**config.mk**
```make
export PLATFORM = sky130hd
export DESIGN_NAME = round_robin_member_ring
export DESIGN_NICKNAME = d
export VERILOG_FILES = /design/src/design/rrm_pkg.sv /design/src/design/round_robin_member_ring.sv
export SDC_FILE = /design/constraint.sdc
export NUM_CORES = 1
export LEC_CHECK = 0
export ABC_CLOCK_PERIOD_IN_PS = 8200
export BUFFER_PORTS_ARGS = -buffer_cell sky130_fd_sc_hd__buf_2
export CAP_MARGIN = 20
export CORE_ASPECT_RATIO = 0.9
export CORE_MARGIN = 4
export CORE_UTILIZATION = 67
export CTS_CLUSTER_DIAMETER = 40
export DETAILED_ROUTE_END_ITERATION = 8
export GPL_TIMING_DRIVEN = 0
export PLACE_DENSITY = 0.82
export REMOVE_ABC_BUFFERS = 1
export SLEW_MARGIN = 20
export SYNTH_ARGS = -nofsm -noshare
export SYNTH_HDL_FRONTEND = slang
export SYNTH_SLANG_ARGS = --single-unit
```
**constraint.sdc**
```tcl
create_clock -name clk -period 8.2 [get_ports clk]
set_input_delay 1.23 -clock clk [delete_from_list [all_inputs] [get_ports clk]]
set_output_delay 1.23 -clock clk [all_outputs]
set_load 0.005 [all_outputs]
```
**src/design/rrm_pkg.sv**
```systemverilog
package rrm_pkg;

  localparam int MAX_MEMBERS = 16;
  localparam int PW = (MAX_MEMBERS > 1) ? $clog2(MAX_MEMBERS) : 1;  // position width
  localparam int CW = $clog2(MAX_MEMBERS + 1);                      // count width
  localparam int DW = 32;                                           // {id, score}

  typedef enum logic [2:0] {
    FN_ADD    = 3'd0,
    FN_REMOVE = 3'd1,
    FN_NEXT   = 3'd2,
    FN_SKIP   = 3'd3,
    FN_CHECK  = 3'd4
  } func_t;

  typedef enum logic [2:0] {
    ST_OK        = 3'd0,
    ST_EMPTY     = 3'd1,
    ST_NOT_FOUND = 3'd2,
    ST_FULL      = 3'd3,
    ST_EMPTIED   = 3'd4,
    ST_WINNER    = 3'd5,
    ST_RUNNING   = 3'd6
  } stat_t;

  typedef enum logic [3:0] {
    S_IDLE,
    S_ADD_SHIFT,
    S_ADD_INS,
    S_SEARCH,
    S_DEL_SHIFT,
    S_SKIP_RD,
    S_SKIP_WT,
    S_FETCH,
    S_RESP
  } state_t;

endpackage

```
**src/design/round_robin_member_ring.sv**
```systemverilog
// Round-robin member ring: command in on start/busy, one result per command on out_valid.
// Add and remove take longer than the other commands, depending on the entry count: every
// search step and every shift move goes through the one-read/one-write entry memory.
// One command at a time; out_valid pulses for one cycle and the receiver cannot stall.
// Reset (rst_n low, synchronous) empties the ring; memory contents stay undefined.
module round_robin_member_ring
  import rrm_pkg::*;
(
  input  logic                 clk,
  input  logic                 rst_n,
  input  logic                 start,
  output logic                 busy,
  input  logic [2:0]           in_func,
  input  logic [15:0]          in_member_id,
  input  logic signed [15:0]   in_member_score,
  output logic                 out_valid,
  output logic [2:0]           out_status,
  output logic [15:0]          out_current_id,
  output logic signed [15:0]   out_current_score,
  output logic [15:0]          out_skipped_id,
  output logic [4:0]           out_entry_count
);

  // Entry memory, rotation order, {id, score}. One write and one registered read per cycle.
  logic [DW-1:0] mem [MAX_MEMBERS];
  logic          mem_we;
  logic [PW-1:0] mem_waddr;
  logic [DW-1:0] mem_wdata;
  logic [PW-1:0] mem_raddr;
  logic [DW-1:0] rdata_r;

  always_ff @(posedge clk) begin
    if (mem_we) begin
      mem[mem_waddr] <= mem_wdata;
    end
    rdata_r <= mem[mem_raddr];
  end

  // Control state
  state_t        state_r, state_nxt;
  logic [CW-1:0] count_r, count_nxt;
  logic [PW-1:0] cur_r, cur_nxt;

  // Per-command working registers
  logic [15:0]   id_r, id_nxt;
  logic [15:0]   score_r, score_nxt;
  stat_t         status_r, status_nxt;
  logic [15:0]   skipped_r, skipped_nxt;
  logic [PW-1:0] rp_r, rp_nxt;          // next address to read
  logic [CW-1:0] k_r, k_nxt;            // search reads issued
  logic          rd_act_r, rd_act_nxt;  // reads still to issue
  logic          pend_r, pend_nxt;      // a read returns data this cycle
  logic [PW-1:0] pend_addr_r, pend_addr_nxt;
  logic          pend_last_r, pend_last_nxt;

  // Output register
  logic          out_valid_r, out_valid_nxt;
  stat_t         out_status_r, out_status_nxt;
  logic [15:0]   out_id_r, out_id_nxt;
  logic [15:0]   out_score_r, out_score_nxt;
  logic [15:0]   out_skip_r, out_skip_nxt;
  logic [CW-1:0] out_cnt_r, out_cnt_nxt;

  // Step one position forward in rotation order, wrapping at the entry count.
  function automatic logic [PW-1:0] wrap_inc(input logic [PW-1:0] p, input logic [CW-1:0] n);
    logic [CW-1:0] q;
    q = CW'(p) + CW'(1);
    return (q >= n) ? '0 : PW'(q);
  endfunction

  logic [CW-1:0] cnt_dec;
  logic [CW-1:0] pend_inc;
  assign cnt_dec  = count_r - CW'(1);
  assign pend_inc = CW'(pend_addr_r) + CW'(1);

  always_comb begin
    state_nxt     = state_r;
    count_nxt     = count_r;
    cur_nxt       = cur_r;
    id_nxt        = id_r;
    score_nxt     = score_r;
    status_nxt    = status_r;
    skipped_nxt   = skipped_r;
    rp_nxt        = rp_r;
    k_nxt         = k_r;
    rd_act_nxt    = rd_act_r;
    pend_nxt      = pend_r;
    pend_addr_nxt = pend_addr_r;
    pend_last_nxt = pend_last_r;
    out_valid_nxt  = 1'b0;
    out_status_nxt = out_status_r;
    out_id_nxt     = out_id_r;
    out_score_nxt  = out_score_r;
    out_skip_nxt   = out_skip_r;
    out_cnt_nxt    = out_cnt_r;
    mem_we    = 1'b0;
    mem_waddr = cur_r;
    mem_wdata = {id_r, score_r};
    mem_raddr = cur_r;

    unique case (state_r)
      S_IDLE: begin
        if (start) begin
          id_nxt      = in_member_id;
          score_nxt   = in_member_score;
          status_nxt  = ST_OK;
          skipped_nxt = '0;
          pend_nxt    = 1'b0;
          state_nxt   = S_FETCH;
          unique case (func_t'(in_func))
            FN_ADD: begin
              if (count_r >= CW'(MAX_MEMBERS)) begin
                status_nxt = ST_FULL;
              end else if (count_r == '0) begin
                state_nxt = S_ADD_INS;
              end else begin
                // shift entries from the top down to the current one
                rp_nxt     = PW'(cnt_dec);
                rd_act_nxt = 1'b1;
                state_nxt  = S_ADD_SHIFT;
              end
            end
            FN_REMOVE: begin
              if (count_r == '0) begin
                status_nxt = ST_EMPTY;
              end else begin
                rp_nxt     = cur_r;
                k_nxt      = '0;
                rd_act_nxt = 1'b1;
                state_nxt  = S_SEARCH;
              end
            end
            FN_NEXT: begin
              if (count_r == '0) begin
                status_nxt = ST_EMPTY;
              end else begin
                cur_nxt = wrap_inc(cur_r, count_r);
              end
            end
            FN_SKIP: begin
              if (count_r == '0) begin
                status_nxt = ST_EMPTY;
              end else begin
                state_nxt = S_SKIP_RD;
              end
            end
            FN_CHECK: begin
              if (count_r == '0) begin
                status_nxt = ST_EMPTY;
              end else if (count_r == CW'(1)) begin
                status_nxt = ST_WINNER;
              end else begin
                status_nxt = ST_RUNNING;
              end
            end
            default: ;
          endcase
        end
      end

      // Read j, write it back at j + 1 in the next cycle; addresses never collide.
      S_ADD_SHIFT: begin
        if (pend_r) begin
          mem_we    = 1'b1;
          mem_waddr = pend_addr_r + PW'(1);
          mem_wdata = rdata_r;
        end
        if (rd_act_r) begin
          mem_raddr     = rp_r;
          pend_nxt      = 1'b1;
          pend_addr_nxt = rp_r;
          if (rp_r == cur_r) begin
            rd_act_nxt = 1'b0;
          end else begin
            rp_nxt = rp_r - PW'(1);
          end
        end else begin
          pend_nxt  = 1'b0;
          state_nxt = S_ADD_INS;
        end
      end

      S_ADD_INS: begin
        mem_we    = 1'b1;
        mem_waddr = cur_r;
        mem_wdata = {id_r, score_r};
        if (count_r != '0) begin
          cur_nxt = cur_r + PW'(1);
        end
        count_nxt = count_r + CW'(1);
        state_nxt = S_FETCH;
      end

      // Pipelined search: one read issued and one compare per cycle.
      S_SEARCH: begin
        if (rd_act_r) begin
          mem_raddr     = rp_r;
          pend_nxt      = 1'b1;
          pend_addr_nxt = rp_r;
          pend_last_nxt = (k_r == cnt_dec);
          k_nxt         = k_r + CW'(1);
          rp_nxt        = wrap_inc(rp_r, count_r);
          if (k_r == cnt_dec) begin
            rd_act_nxt = 1'b0;
          end
        end else begin
          pend_nxt = 1'b0;
        end
        if (pend_r) begin
          if (rdata_r[31:16] == id_r) begin
            // hit: close the gap by moving later entries down one
            rp_nxt        = PW'(pend_inc);
            rd_act_nxt    = (pend_inc < count_r);
            pend_nxt      = 1'b0;
            k_nxt         = CW'(pend_addr_r);  // hit position kept here
            state_nxt     = S_DEL_SHIFT;
          end else if (pend_last_r) begin
            status_nxt = ST_NOT_FOUND;
            pend_nxt   = 1'b0;
            state_nxt  = S_FETCH;
          end
        end
      end

      // Read i + 1, write it at i in the next cycle.
      S_DEL_SHIFT: begin
        if (pend_r) begin
          mem_we    = 1'b1;
          mem_waddr = pend_addr_r - PW'(1);
          mem_wdata = rdata_r;
        end
        if (rd_act_r) begin
          mem_raddr     = rp_r;
          pend_nxt      = 1'b1;
          pend_addr_nxt = rp_r;
          if (CW'(rp_r) == cnt_dec) begin
            rd_act_nxt = 1'b0;
          end else begin
            rp_nxt = rp_r + PW'(1);
          end
        end else begin
          pend_nxt  = 1'b0;
          count_nxt = cnt_dec;
          state_nxt = S_FETCH;
          if (cnt_dec == '0) begin
            cur_nxt    = '0;
            status_nxt = ST_EMPTIED;
          end else if (k_r < CW'(cur_r)) begin
            cur_nxt = cur_r - PW'(1);
          end else if ((k_r == CW'(cur_r)) && (k_r >= cnt_dec)) begin
            cur_nxt = '0;
          end
        end
      end

      S_SKIP_RD: begin
        mem_raddr = wrap_inc(cur_r, count_r);
        state_nxt = S_SKIP_WT;
      end

      S_SKIP_WT: begin
        skipped_nxt = rdata_r[31:16];
        cur_nxt     = wrap_inc(wrap_inc(cur_r, count_r), count_r);
        state_nxt   = S_FETCH;
      end

      S_FETCH: begin
        mem_raddr = cur_r;
        state_nxt = S_RESP;
      end

      S_RESP: begin
        out_valid_nxt  = 1'b1;
        out_status_nxt = status_r;
        out_id_nxt     = (count_r != '0) ? rdata_r[31:16] : '0;
        out_score_nxt  = (count_r != '0) ? rdata_r[15:0] : '0;
        out_skip_nxt   = skipped_r;
        out_cnt_nxt    = count_r;
        state_nxt      = S_IDLE;
      end

      default: state_nxt = S_IDLE;
    endcase
  end

  always_ff @(posedge clk) begin
    if (!rst_n) begin
      state_r     <= S_IDLE;
      count_r     <= '0;
      cur_r       <= '0;
      rd_act_r    <= 1'b0;
      pend_r      <= 1'b0;
      out_valid_r <= 1'b0;
    end else begin
      state_r     <= state_nxt;
      count_r     <= count_nxt;
      cur_r       <= cur_nxt;
      rd_act_r    <= rd_act_nxt;
      pend_r      <= pend_nxt;
      out_valid_r <= out_valid_nxt;
    end
  end

  // Payload registers, no reset
  always_ff @(posedge clk) begin
    id_r         <= id_nxt;
    score_r      <= score_nxt;
    status_r     <= status_nxt;
    skipped_r    <= skipped_nxt;
    rp_r         <= rp_nxt;
    k_r          <= k_nxt;
    pend_addr_r  <= pend_addr_nxt;
    pend_last_r  <= pend_last_nxt;
    out_status_r <= out_status_nxt;
    out_id_r     <= out_id_nxt;
    out_score_r  <= out_score_nxt;
    out_skip_r   <= out_skip_nxt;
    out_cnt_r    <= out_cnt_nxt;
  end

  assign busy              = (state_r != S_IDLE);
  assign out_valid         = out_valid_r;
  assign out_status        = out_status_r;
  assign out_current_id    = out_id_r;
  assign out_current_score = $signed(out_score_r);
  assign out_skipped_id    = out_skip_r;
  assign out_entry_count   = 5'(out_cnt_r);

  // Checks

  // a result only follows the response state
  a_strobe_src: assert property (@(posedge clk) disable iff (!rst_n)
    out_valid_r |-> $past(state_r == S_RESP))
    else $error("result strobe without response state");

  // ring never holds more than its capacity
  a_cap: assert property (@(posedge clk) disable iff (!rst_n)
    count_r <= CW'(MAX_MEMBERS))
    else $error("entry count above capacity");

  // current pointer stays inside the ring, or at zero when empty
  a_cur: assert property (@(posedge clk) disable iff (!rst_n)
    (count_r == '0) ? (cur_r == '0) : (CW'(cur_r) < count_r))
    else $error("current pointer out of range");

  // an accepted command makes the block busy until its result
  a_accept: assert property (@(posedge clk) disable iff (!rst_n)
    (start && !busy) |=> busy)
    else $error("accepted command did not raise busy");

endmodule

```
==> impl_results.md <==
* TritonRoute pass-1 iters at 8
* CP Cell Sequence: nor2_4 > and2_1 > clkinv_1 > o221a_2 > nor3_1 > a21oi_1 > nand2b_1 > nor2_4 > buf_16
* Main flop type after synthesis: edfxtp_1
* Lkg Pwr at 11.7 nW
* N_diodes at 0
* Peak VDD IR at 0.301 mV
* Skew-Pair Late Insertion Delay at 0.61 ns
* Die area at 45400 um2
* Pin count of the biggest net entering global routing at 69
* Worst Skew at 0.0223 ns
* Asr flop ratio synth at 0%
* Post-Syn Area at 28200 um2
* Global-route layer with the greatest usage: met2
* Placed inst area at 30100 um2
* Distinct cells, synth at 72
* Core Util, Final at 79.3%
* Rel. slew slack at 27.7%
* CTS Buf Count at 74
* Power after layout at 12.0 mW
* Dpl ws at 3.34 ns
* CP most frequent cell: nor2_4
* Run status: complete, no violations
* Die span in y at 202 um
* Clock power frac at 28.4%
* Io pins at 96
* Gate power share at 33.0%
* Post-route ant nets at 0
* Worst-path fanout max at 21
* Synthesized flop and latch total at 681
* Number of vias after detailed routing at 18100
* Post-route clock period utilization at 61.6%
* Worst path max stage delay at 0.72 ns
* Syn Area/Cell at 14.2 um2
* Crit path buffers/inverters at 2
* Register area share after synthesis at 70.9%
* Crit path max-delay cell type: nor2_4
* Worst setup margin at 3.15 ns
* Critical path class: reg -> reg
* FILL cells at 2078
* Worst EP required at 8.49 ns
* Flop pwr share at 38.6%
* Vias in the first global route at 18100
* CP top delay family: simple AND/OR/NAND/NOR gates
* Final setup vio count at 0
* Max Clock Freq at 198 MHz
* Slew Limit Fails at 0
* DR DRC count at 0
* Post-CTS Setup Bufs at 0
* Power per cell area at 369 nW/um2
* Root Buffer: clkbuf_16
* Hold Path Class: reg -> reg
* Final nets at 2157
* Antenna violations before repair at 0
* H-tree depth at 3
* Routed wire length at 71.5 mm
* RSZ-0062 raised after global routing: no
* 1st-iter DRT viols at 2200
* CTS clk-pin slew, worst paths at 0.06 ns
* GR met1 Demand/Resource at 42.0%
* Non-filler cells, final at 2677
* Met3 usage at 7.29%
* IO buf count at 95
* Initial core utilization at 68.5%
* Synthesis-to-layout area growth at 15.7%
* Layout cells sized above 1 at 17.0%
* Die Width at 224 um
* CP endpoint kind: flop
* DPL Wire Length at 41.4 mm
* Placement row count at 70
* Cts hold-fix bufs at 0
* Commonest non-fill, non-tap cell in the layout: edfxtp_1
* Post-CTS resize count at 0
* Slew at the pin closest to its max-slew limit at 1.08 ns
* Crit path DAT at 5.34 ns
* Final Hold Vio Count at 0
* Core Area at 41100 um2
* Int Power at 7.98 mW
* Syn Inst Count at 1976
* Type of origin of the critical path: flop
* First-pass GRT wire length at 108 mm
* Period minus WS final at 5.05 ns
* Yosys warnings at 0
* Post-synth EDFFs at 633
* Switching pwr at 4.03 mW
* Vias per cell at 6.77
* Clock sink total at 681
* Grt total ovfl at 0
* Hold WS at 0.419 ns
* Finished Cell Area at 32600 um2
* Total track usage at 31.4%
* Switch share at 33.6%
* GR Util met2 at 49.9%
* Commonest non-fill, non-tap cells in the layout: edfxtp_1 (633), nand2_1 (299), a21oi_1 (151)
* Setup_tns at 0 ns
* CTS tree: done
* Final GP Congestion at 0.910
* Routed WL per cell at 26.7 um
* Inst Count DP at 2542
* Max Root-Sink Buffers at 3
* Max Cap Violations at 0
## path summary, 6_finish.rpt
check        cells past startpoint    startpoint  slack, ns                 to
min reg2reg                      0  skipped_r[6]       0.42  out_skipped_id[6]
max                              9    state_r[3]       3.15         mem[5][14]
min                              0  skipped_r[6]       0.42  out_skipped_id[6]
max reg2reg                      9    state_r[3]       3.15         mem[5][14]
## routing by layer
metal,vias up,share of wire [%]
met4,0,5.1
met5,-,0
met3,307,12
li1,7726,-
met1,8781,36
met2,1313,47
## cells in the mapped netlist, drive strengths merged (5+ instances only)
cell type / count / share of area (%)
a211o: 30 / 0.93
a211oi: 8 / 0.21
a21boi: 7 / 0.19
a21o: 7 / 0.19
a21oi: 154 / 2.8
a22o: 33 / 1.0
a22oi: 38 / 1.0
a311oi: 32 / 1.0
a31oi: 5 / 0.11
and2: 43 / 0.96
and3: 60 / 1.3
buf: 48 / 1.1
clkbuf: 66 / 0.88
dfxtp: 48 / 3.4
edfxtp: 633 / 68
ha: 40 / 1.8
inv: 27 / 0.36
mux2: 63 / 2.5
mux2i: 64 / 2.3
nand2: 300 / 4.0
nand2b: 11 / 0.27
nand3: 10 / 0.20
nand4: 10 / 0.22
nor2: 49 / 0.65
nor2b: 7 / 0.16
nor3: 10 / 0.18
o211ai: 6 / 0.16
o21ai: 25 / 0.44
o221ai: 9 / 0.28
o22ai: 35 / 0.78
or3: 6 / 0.13
xnor2: 38 / 1.2
xor2: 10 / 0.31
## worst register-to-register path: cells and delay by family (launching register included)
kind	cells	cell delay, ns
and+or+nand+nor	5	2.79
AOI/OAI and AO/OA	2	0.60
buffers and inverters	2	0.85
DFF	1	0.49
## state kept, by name, indices dropped and copies added (netlist names), 3 cells and up
signal,count
mem,512
rdata_r,32
id_r,16
out_current_id,16
out_current_score,16
out_skipped_id,16
score_r,16
skipped_r,16
count_r,5
k_r,5
out_entry_count,5
cur_r,4
pend_addr_r,4
rp_r,4
state_r,4
out_status,3
status_r,3
## cell type report
type / instances / area, um2 / share of cell area, %
clock inverter: 43 / 514 / 1.58
tap: 540 / 676 / 2.07
inverter: 28 / 105 / 0.323
timing repair buffer: 140 / 1590 / 4.87
clock buffer: 92 / 2000 / 6.15
multi-input combinational: 1153 / 7720 / 23.7
sequential: 681 / 20000 / 61.3
## power by group through the flow
| stage | Sequential [mW] | Combinational (mW) | Clock, mW |
|---|---|---|---|
| global placement | 4.68 | 3.58 | 0 |
| finish | 4.63 | 3.97 | 3.41 |
| detailed placement | 4.69 | 3.81 | 0 |
| floorplan | 4.58 | 2.61 | 0 |
| global route | 4.66 | 4.25 | 3.59 |
| CTS | 4.62 | 3.90 | 3.43 |
## logic make-up (layout without fill, tap and decap cells)
logic type / Yosys count / after routing / share of synthesized area (%)
muxes: 127 / 127 / 4.80
adders and majority gates: 41 / 41 / 1.85
and+or+nand+nor: 520 / 520 / 8.51
AOI/OAI and AO/OA: 417 / 417 / 10.1
xor gates and xnor gates: 48 / 48 / 1.49
buffers and inverters: 142 / 303 / 2.33
DFF: 681 / 681 / 70.9
Power figures use the tool's default switching activity.
